**src/design/rrts_pkg.sv**
```systemverilog
package rrts_pkg;

	localparam int NUM_SLOTS_DEF = 16;

	localparam logic [2:0] MODE_START    = 3'd0;
	localparam logic [2:0] MODE_STOP     = 3'd1;
	localparam logic [2:0] MODE_DISPATCH = 3'd2;
	localparam logic [2:0] MODE_COMPLETE = 3'd3;
	localparam logic [2:0] MODE_SNOOZE   = 3'd4;

	localparam logic [1:0] STAT_OK      = 2'd0;
	localparam logic [1:0] STAT_FULL    = 2'd1;
	localparam logic [1:0] STAT_NONE    = 2'd2;
	localparam logic [1:0] STAT_IGNORED = 2'd3;

	typedef enum logic [1:0] {
		ST_IDLE,
		ST_FIND,
		ST_SCAN,
		ST_RMW
	} rrts_state_t;

	typedef struct packed {
		logic [2:0]  mode;
		logic [31:0] now;
		logic [14:0] new_task;
		logic [3:0]  slot_sel;
		logic [31:0] duration;
	} rrts_req_t;

	typedef struct packed {
		logic [1:0]  status;
		logic        dispatched;
		logic [3:0]  chosen_slot;
		logic [14:0] chosen_task;
	} rrts_rsp_t;

	typedef struct packed {
		logic [14:0] task_id;
		logic [31:0] period;
		logic [31:0] wake;
	} rrts_entry_t;

endpackage

```
**src/design/round_robin_timed_task_scheduler_core.sv**
```systemverilog
// Round robin task scheduler with wake times. A request is taken when start is high and busy
// is low; its single result appears on rsp for exactly one cycle with done high, and the
// receiver cannot stall it. Stop and ignored requests, among them dispatch while suspended or
// running, finish in the cycle in which they are taken. Start searches the slot valid bits
// one slot per cycle. Dispatch reads the slot memory once per cycle, round robin from the
// slot after the current one. Complete and snooze do a read-modify-write of the current
// slot. The result is shown in the cycle after the last working cycle, and a new request
// may be taken in that same cycle.
// The suspend register is written through the cfg channel, which is always ready.
module round_robin_timed_task_scheduler_core
	import rrts_pkg::*;
#(
	parameter int NUM_SLOTS = NUM_SLOTS_DEF
) (
	input  logic      clk,
	input  logic      arst_n,
	input  logic      start,
	output logic      busy,
	input  rrts_req_t req,
	output logic      done,
	output rrts_rsp_t rsp,
	input  logic      cfg_valid,
	output logic      cfg_ready,
	input  logic      cfg_data
);

	localparam int SW = (NUM_SLOTS > 1) ? $clog2(NUM_SLOTS) : 1;
	localparam int CW = $clog2(NUM_SLOTS + 1);
	localparam int EW = $bits(rrts_entry_t);

	rrts_state_t state_q, state_d;

	logic [NUM_SLOTS-1:0] valid_q, valid_d;
	logic [SW-1:0]        cur_q, cur_d;
	logic                 run_q, run_d;
	logic [SW-1:0]        idx_q, idx_d;
	logic [CW-1:0]        cnt_q, cnt_d;
	logic                 chk_s1, chk_d;
	logic [SW-1:0]        chk_addr_s1, chk_addr_d;
	logic                 suspend_q;
	rrts_req_t            item_q;
	logic                 done_q, fin;
	rrts_rsp_t            rsp_q, rsp_d;

	logic          ram_we;
	logic [SW-1:0] ram_waddr, ram_raddr;
	rrts_entry_t   ram_wdata, rd_ent;
	logic [EW-1:0] ram_rdata;
	logic          hit;
	logic [SW+3:0] sel_w;

	function automatic logic [SW-1:0] wrap_inc(input logic [SW-1:0] a);
		logic [SW-1:0] r;
		if (a == SW'(NUM_SLOTS - 1)) begin
			r = '0;
		end else begin
			r = a + SW'(1);
		end
		return r;
	endfunction

	function automatic logic [3:0] slot4(input logic [SW-1:0] a);
		logic [SW+3:0] w;
		w = {4'b0, a};
		return w[3:0];
	endfunction

	rrts_ram #(
		.WIDTH(EW),
		.DEPTH(NUM_SLOTS)
	) u_ram (
		.clk  (clk),
		.we   (ram_we),
		.waddr(ram_waddr),
		.wdata(EW'(ram_wdata)),
		.raddr(ram_raddr),
		.rdata(ram_rdata)
	);

	assign rd_ent = rrts_entry_t'(ram_rdata);
	assign sel_w = {{SW{1'b0}}, req.slot_sel};
	assign hit = chk_s1 && valid_q[chk_addr_s1] && (item_q.now >= rd_ent.wake);

	assign busy      = (state_q != ST_IDLE);
	assign done      = done_q;
	assign rsp       = rsp_q;
	assign cfg_ready = 1'b1;

	always_ff @(posedge clk or negedge arst_n) begin
		if (!arst_n) begin
			state_q <= ST_IDLE;
		end else begin
			state_q <= state_d;
		end
	end

	always_comb begin
		state_d    = state_q;
		fin        = 1'b0;
		rsp_d      = '{status: STAT_IGNORED, dispatched: 1'b0, chosen_slot: 4'd0,
			chosen_task: 15'd0};
		ram_we     = 1'b0;
		ram_waddr  = cur_q;
		ram_wdata  = rd_ent;
		ram_raddr  = cur_q;
		valid_d    = valid_q;
		cur_d      = cur_q;
		run_d      = run_q;
		idx_d      = idx_q;
		cnt_d      = cnt_q;
		chk_d      = 1'b0;
		chk_addr_d = chk_addr_s1;
		unique case (state_q)
			ST_IDLE: begin
				if (start) begin
					unique case (req.mode) inside
						MODE_START: begin
							idx_d   = '0;
							state_d = ST_FIND;
						end
						MODE_STOP: begin
							fin = 1'b1;
							if ({3'b0, req.slot_sel} < 7'(NUM_SLOTS)) begin
								valid_d[sel_w[SW-1:0]] = 1'b0;
								rsp_d.status = STAT_OK;
							end
						end
						MODE_DISPATCH: begin
							if (suspend_q || run_q) begin
								fin = 1'b1;
							end else begin
								idx_d   = wrap_inc(cur_q);
								cnt_d   = '0;
								state_d = ST_SCAN;
							end
						end
						MODE_COMPLETE, MODE_SNOOZE: begin
							if (run_q) begin
								state_d = ST_RMW;
							end else begin
								fin = 1'b1;
							end
						end
						default: begin
							fin = 1'b1;
						end
					endcase
				end
			end
			ST_FIND: begin
				if (!valid_q[idx_q]) begin
					ram_we             = 1'b1;
					ram_waddr          = idx_q;
					ram_wdata.task_id  = item_q.new_task;
					ram_wdata.period   = item_q.duration;
					ram_wdata.wake     = item_q.now;
					valid_d[idx_q]     = 1'b1;
					fin                = 1'b1;
					rsp_d.status       = STAT_OK;
					rsp_d.chosen_slot  = slot4(idx_q);
					state_d            = ST_IDLE;
				end else if (idx_q == SW'(NUM_SLOTS - 1)) begin
					fin          = 1'b1;
					rsp_d.status = STAT_FULL;
					state_d      = ST_IDLE;
				end else begin
					idx_d = idx_q + SW'(1);
				end
			end
			ST_SCAN: begin
				ram_raddr = idx_q;
				if (hit) begin
					fin               = 1'b1;
					rsp_d.status      = STAT_OK;
					rsp_d.dispatched  = 1'b1;
					rsp_d.chosen_slot = slot4(chk_addr_s1);
					rsp_d.chosen_task = rd_ent.task_id;
					cur_d             = chk_addr_s1;
					run_d             = 1'b1;
					state_d           = ST_IDLE;
				end else if (cnt_q == CW'(NUM_SLOTS)) begin
					fin          = 1'b1;
					rsp_d.status = STAT_NONE;
					state_d      = ST_IDLE;
				end else begin
					chk_d      = 1'b1;
					chk_addr_d = idx_q;
					idx_d      = wrap_inc(idx_q);
					cnt_d      = cnt_q + CW'(1);
				end
			end
			ST_RMW: begin
				ram_we    = 1'b1;
				ram_waddr = cur_q;
				if (item_q.mode == MODE_COMPLETE) begin
					ram_wdata.wake = item_q.now + rd_ent.period;
					run_d          = 1'b0;
				end else begin
					ram_wdata.period = item_q.duration;
				end
				fin          = 1'b1;
				rsp_d.status = STAT_OK;
				state_d      = ST_IDLE;
			end
			default: begin
				state_d = ST_IDLE;
			end
		endcase
	end

	always_ff @(posedge clk or negedge arst_n) begin
		if (!arst_n) begin
			valid_q   <= '0;
			cur_q     <= '0;
			run_q     <= 1'b0;
			idx_q     <= '0;
			cnt_q     <= '0;
			chk_s1    <= 1'b0;
			done_q    <= 1'b0;
			suspend_q <= 1'b0;
		end else begin
			valid_q <= valid_d;
			cur_q   <= cur_d;
			run_q   <= run_d;
			idx_q   <= idx_d;
			cnt_q   <= cnt_d;
			chk_s1  <= chk_d;
			done_q  <= fin;
			if (cfg_valid && cfg_ready) begin
				suspend_q <= cfg_data;
			end
		end
	end

	always_ff @(posedge clk) begin
		chk_addr_s1 <= chk_addr_d;
		rsp_q       <= rsp_d;
		if (start && !busy) begin
			item_q <= req;
		end
	end

	a_run_from_scan: assert property (@(posedge clk) disable iff (!arst_n)
		$rose(run_q) |-> $past(state_q == ST_SCAN))
		else $error("running set outside a dispatch scan");

	a_write_states: assert property (@(posedge clk) disable iff (!arst_n)
		ram_we |-> (state_q == ST_FIND || state_q == ST_RMW))
		else $error("slot memory written outside start or reschedule");

	a_done_cause: assert property (@(posedge clk) disable iff (!arst_n)
		done_q |-> ($past(state_q != ST_IDLE) || $past(start)))
		else $error("result shown without a request");

	a_cnt_range: assert property (@(posedge clk) disable iff (!arst_n)
		cnt_q <= CW'(NUM_SLOTS))
		else $error("scan count beyond slot count");

endmodule

```
**src/design/rrts_ram.sv**
```systemverilog
module rrts_ram #(
	parameter int WIDTH = 8,
	parameter int DEPTH = 16
) (
	input  logic                                     clk,
	input  logic                                     we,
	input  logic [((DEPTH > 1) ? $clog2(DEPTH) : 1)-1:0] waddr,
	input  logic [WIDTH-1:0]                         wdata,
	input  logic [((DEPTH > 1) ? $clog2(DEPTH) : 1)-1:0] raddr,
	output logic [WIDTH-1:0]                         rdata
);

	logic [WIDTH-1:0] mem [DEPTH];

	always_ff @(posedge clk) begin
		if (we) begin
			mem[waddr] <= wdata;
		end
		rdata <= mem[raddr];
	end

endmodule

```
**config.mk**
```make
export PLATFORM = sky130hd
export DESIGN_NAME = round_robin_timed_task_scheduler_core
export DESIGN_NICKNAME = d
export VERILOG_FILES = /design/src/design/rrts_pkg.sv /design/src/design/round_robin_timed_task_scheduler_core.sv /design/src/design/rrts_ram.sv
export SDC_FILE = /design/constraint.sdc
export NUM_CORES = 2
export LEC_CHECK = 0
export BUFFER_PORTS_ARGS = -buffer_cell sky130_fd_sc_hd__buf_2
export CORE_AREA = 2 2 411 413
export DETAILED_ROUTE_END_ITERATION = 16
export DIE_AREA = 0 0 413 415
export MAX_ROUTING_LAYER = met4
export REMOVE_ABC_BUFFERS = 1
export SYNTH_ARGS = -nofsm -noshare
export SYNTH_HDL_FRONTEND = slang
export SYNTH_HIERARCHICAL = 1
export SYNTH_SLANG_ARGS = --single-unit
```
**constraint.sdc**
```tcl
create_clock -name clk -period 8 [get_ports clk]
set_input_delay 0.4 -clock clk [delete_from_list [all_inputs] [get_ports clk]]
set_output_delay 0.4 -clock clk [all_outputs]
set_load 0.1 [all_outputs]
```
==> results.ini <==
[timing]
fin_crit_sh=0.614
final.setup.worst_slack_ns=3.09
rsz0062_at_grt=no
skew_ns=0.0460
finalSetupViolations=0
fmax_mhz=204
tightest_slew_ns=1.15
max_slew_margin=0.231
drv_slew=0
fin_crit_ns=4.91
final-hold-violation-count=0

[cells_and_area]
fin_util=0.405
synthToLayoutAreaGrowth_pct=16.4
fin_nets=3354
instances_no_fill=5528
drive_gt1_frac=0.241

[clock_network]
cts_tree=yes
post_cts_resized=0
clk_latency_ns=0.79
clockBufferDepth=3
clock-root-buffer=clkbuf_16
path_clk_slew_ns=0.06
htree_levels=4
clkSinkCount=1486
cts_buffers=157

[floorplan]
die_y_um=415
floorplan.io_pins=116
initial_utilization=0.348
coreArea_mm2=0.167
die_w_um=413
rows=150
die_area_mm2=0.171

[setup_path]
r2r-end=u_ram/mem[13][65]
crit_path_top_delay_cell=nor2_4
crit_buf_inv=1
worstReg2RegStart=idx_q[0]
worst-path-stages=9
rrSetupSlack_ns=3.09
endpoint_kind=register
critical_path_class=register to register
startpoint=idx_q[0]
cp_data_required_time_ns=8.40
worst_setup_path_start_kind=register
cpLargestDelayFamily=simple AND/OR/NAND/NOR gates
critical_path.endpoint=u_ram/mem[13][65]
rr_worst_depth=9
crit_chain=mux4_2 -> mux2i_1 -> nand2_1 -> o21ai_4 -> and2_4 -> mux2_2 -> nand2b_1 -> nor2_4 -> buf_12
crit_fanout=55
max_stage_delay_ns=0.94
worstPathArrival_ns=5.31

[detailed_routing]
wirelength_um=143000
drc=0
first_pass_iters=6
ant_nets=0
vias=29500
wl_per_cell_um=25.9
drt-initial-drc-count=3373
viasPerCell=5.34

[power_and_ir_drop]
p_sw_frac=0.303
p_comb_frac=0.240
p_seq_frac=0.464
power_leakage_nw=21.9
p_per_area_mw_per_mm2=366
ir_drop_mv=0.252
p_int_mw=17.2
p_total_mw=24.7
p_switching_mw=7.49
power_frac_clock=0.296

[min_path]
hold_class=input pin to register

[logic_synthesis]
syn-cell-area_mm2=0.0580
synth-seq-cells=1486
synthTopCellsByArea=edfxtp_1, mux4_2, dfxtp_1
syn-instance-count=2906
synth_flop_cell=edfxtp_1
async_flop_share=0.0236
synth_top_area_frac=0.699
synth_cell_types=80
synth_top_area_cell=edfxtp_1
yosys_warnings=6
synth_edf_count=1350
syn_avg_cell_area_um2=20.0
ys_seq_area_frac=0.749

[placed_design]
gp_congestion=0.869
dp_cells=5140
place_hpwl_um=74500
dp_slack_ns=3.13
io_buffer_count=114

[global_routing]
antenna_found_initial=6
grt_pass1_wl_um=209000
grt_overflow_total=0
grt_pass1_vias=30000
grt_max_degree=135
grt_usage=0.171

[flow_run]
maxCapViolCount=0

[status]
status=completed

[layout make-up]
cell class              count  area (µm²)
fillers                 14700       99100
flip-flops and latches   1486       43400
multi-input cells        1216       13700
clock buffers             221        4310
well taps                2204        2760
repair buffers            264        2140
clock inverters            70         911
inverters                  61         231
diodes                      6        15.0
[cell families (layout without fill, tap and decap cells)]
group           after synthesis  after routing  share of synthesized area
mux                         367            367                      0.134
flops                      1486           1486                      0.749
simple gates                317            317                     0.0252
fa+ha+maj                    77             77                     0.0167
compound gates              432            432                     0.0535
buf+inv                     204            616                     0.0177
other cells                   1              7                  0.0000647
xor+xnor                     22             22                    0.00332
[worst register-to-register path, cell delays in order (launching register included)]
cell and delay (ns):
dfrtp_1 0.77, mux4_2 0.61, mux2i_1 0.24, nand2_1 0.17
o21ai_4 0.18, and2_4 0.28, mux2_2 0.44, nand2b_1 0.36
nor2_4 0.94, buf_12 0.52
[per-stage QoR]
step	instance area, µm²	setup TNS [ns]	hold slack, ns
final	67500	0	0.125
after global routing	67500	0	0.117
after CTS	67500	0	0.0721
after detailed placement	61400	0	0.440
after global placement	61400	0	0.445
after floorplan	57200	-485.42	0.104
[Yosys cell counts (all sizes together) (8+ instances only)]
| cell | n |
|---|---|
| a21o | 28 |
| a21oi | 58 |
| a221o | 9 |
| a22o | 33 |
| a22oi | 177 |
| a31oi | 14 |
| and2 | 18 |
| buf | 78 |
| clkbuf | 65 |
| dfrtp | 35 |
| dfxtp | 101 |
| edfxtp | 1350 |
| ha | 76 |
| inv | 61 |
| mux2 | 32 |
| mux2i | 10 |
| mux4 | 325 |
| nand2 | 150 |
| nand3 | 18 |
| nand4 | 13 |
| nor2 | 57 |
| nor2b | 13 |
| nor3 | 21 |
| o21ai | 52 |
| xnor2 | 14 |
| xor2 | 8 |
[sequential cells by signal, indices dropped and copies added, names as in the netlist, 2 cells and up]
signal       flops
u_ram/mem     1264
state_q          2
valid_q         16
rsp             22
idx_q            4
item_q          82
u_ram/rdata     79
chk_addr_s1      4
cnt_q            5
cur_q            4
[worst min-delay path by stage]
stage,from,endpoint,slack (ns),cells past startpoint
after floorplan,arst_n,chk_s1,0.10,0
after global placement,u_ram/rdata[75],rsp[11],0.45,1
after detailed placement,u_ram/rdata[75],rsp[11],0.44,1
after CTS,start,done,0.07,3
after global routing,start,done,0.12,3
final,start,done,0.13,3
[timing repair]
action | CTS | global route
hold endpoints to repair | 124 | 0
hold buffers | 91 | 0
buffers inserted | 0 | 0
[per-layer routing]
metal  wire length (µm)  track usage
met1              64500        0.244
met5                  0            -
met4               3170       0.0470
met3               9230       0.0296
met2              66100        0.253
[power by group through the flow]
| stage | combinational, mW | clock (mW) | sequential [mW] |
|---|---|---|---|
| after floorplan | 3.99 | 0 | 11.5 |
| after CTS | 5.96 | 7.48 | 11.5 |
| after detailed placement | 5.90 | 0 | 11.6 |
| after global routing | 6.51 | 7.78 | 11.5 |
| final | 5.93 | 7.31 | 11.5 |
| after global placement | 5.76 | 0 | 11.6 |
[cells in the final DEF, fill, tap and decap left out, drive strengths merged, types with 18 or more instances in the layout]
cell         netlist  layout
edfxtp          1350    1350
mux4             325     325
clkbuf            65     221
a22oi            177     177
buf               78     173
nand2            150     150
dfxtp            101     101
dlygate4sd3        0      91
ha                76      76
inv               61      68
a21oi             58      58
nor2              57      57
o21ai             52      52
clkinv             0      47
dfrtp             35      35
a22o              33      33
mux2              32      32
a21o              28      28
nor3              21      21
nand3             18      18
and2              18      18
Power figures use the tool's default switching activity.
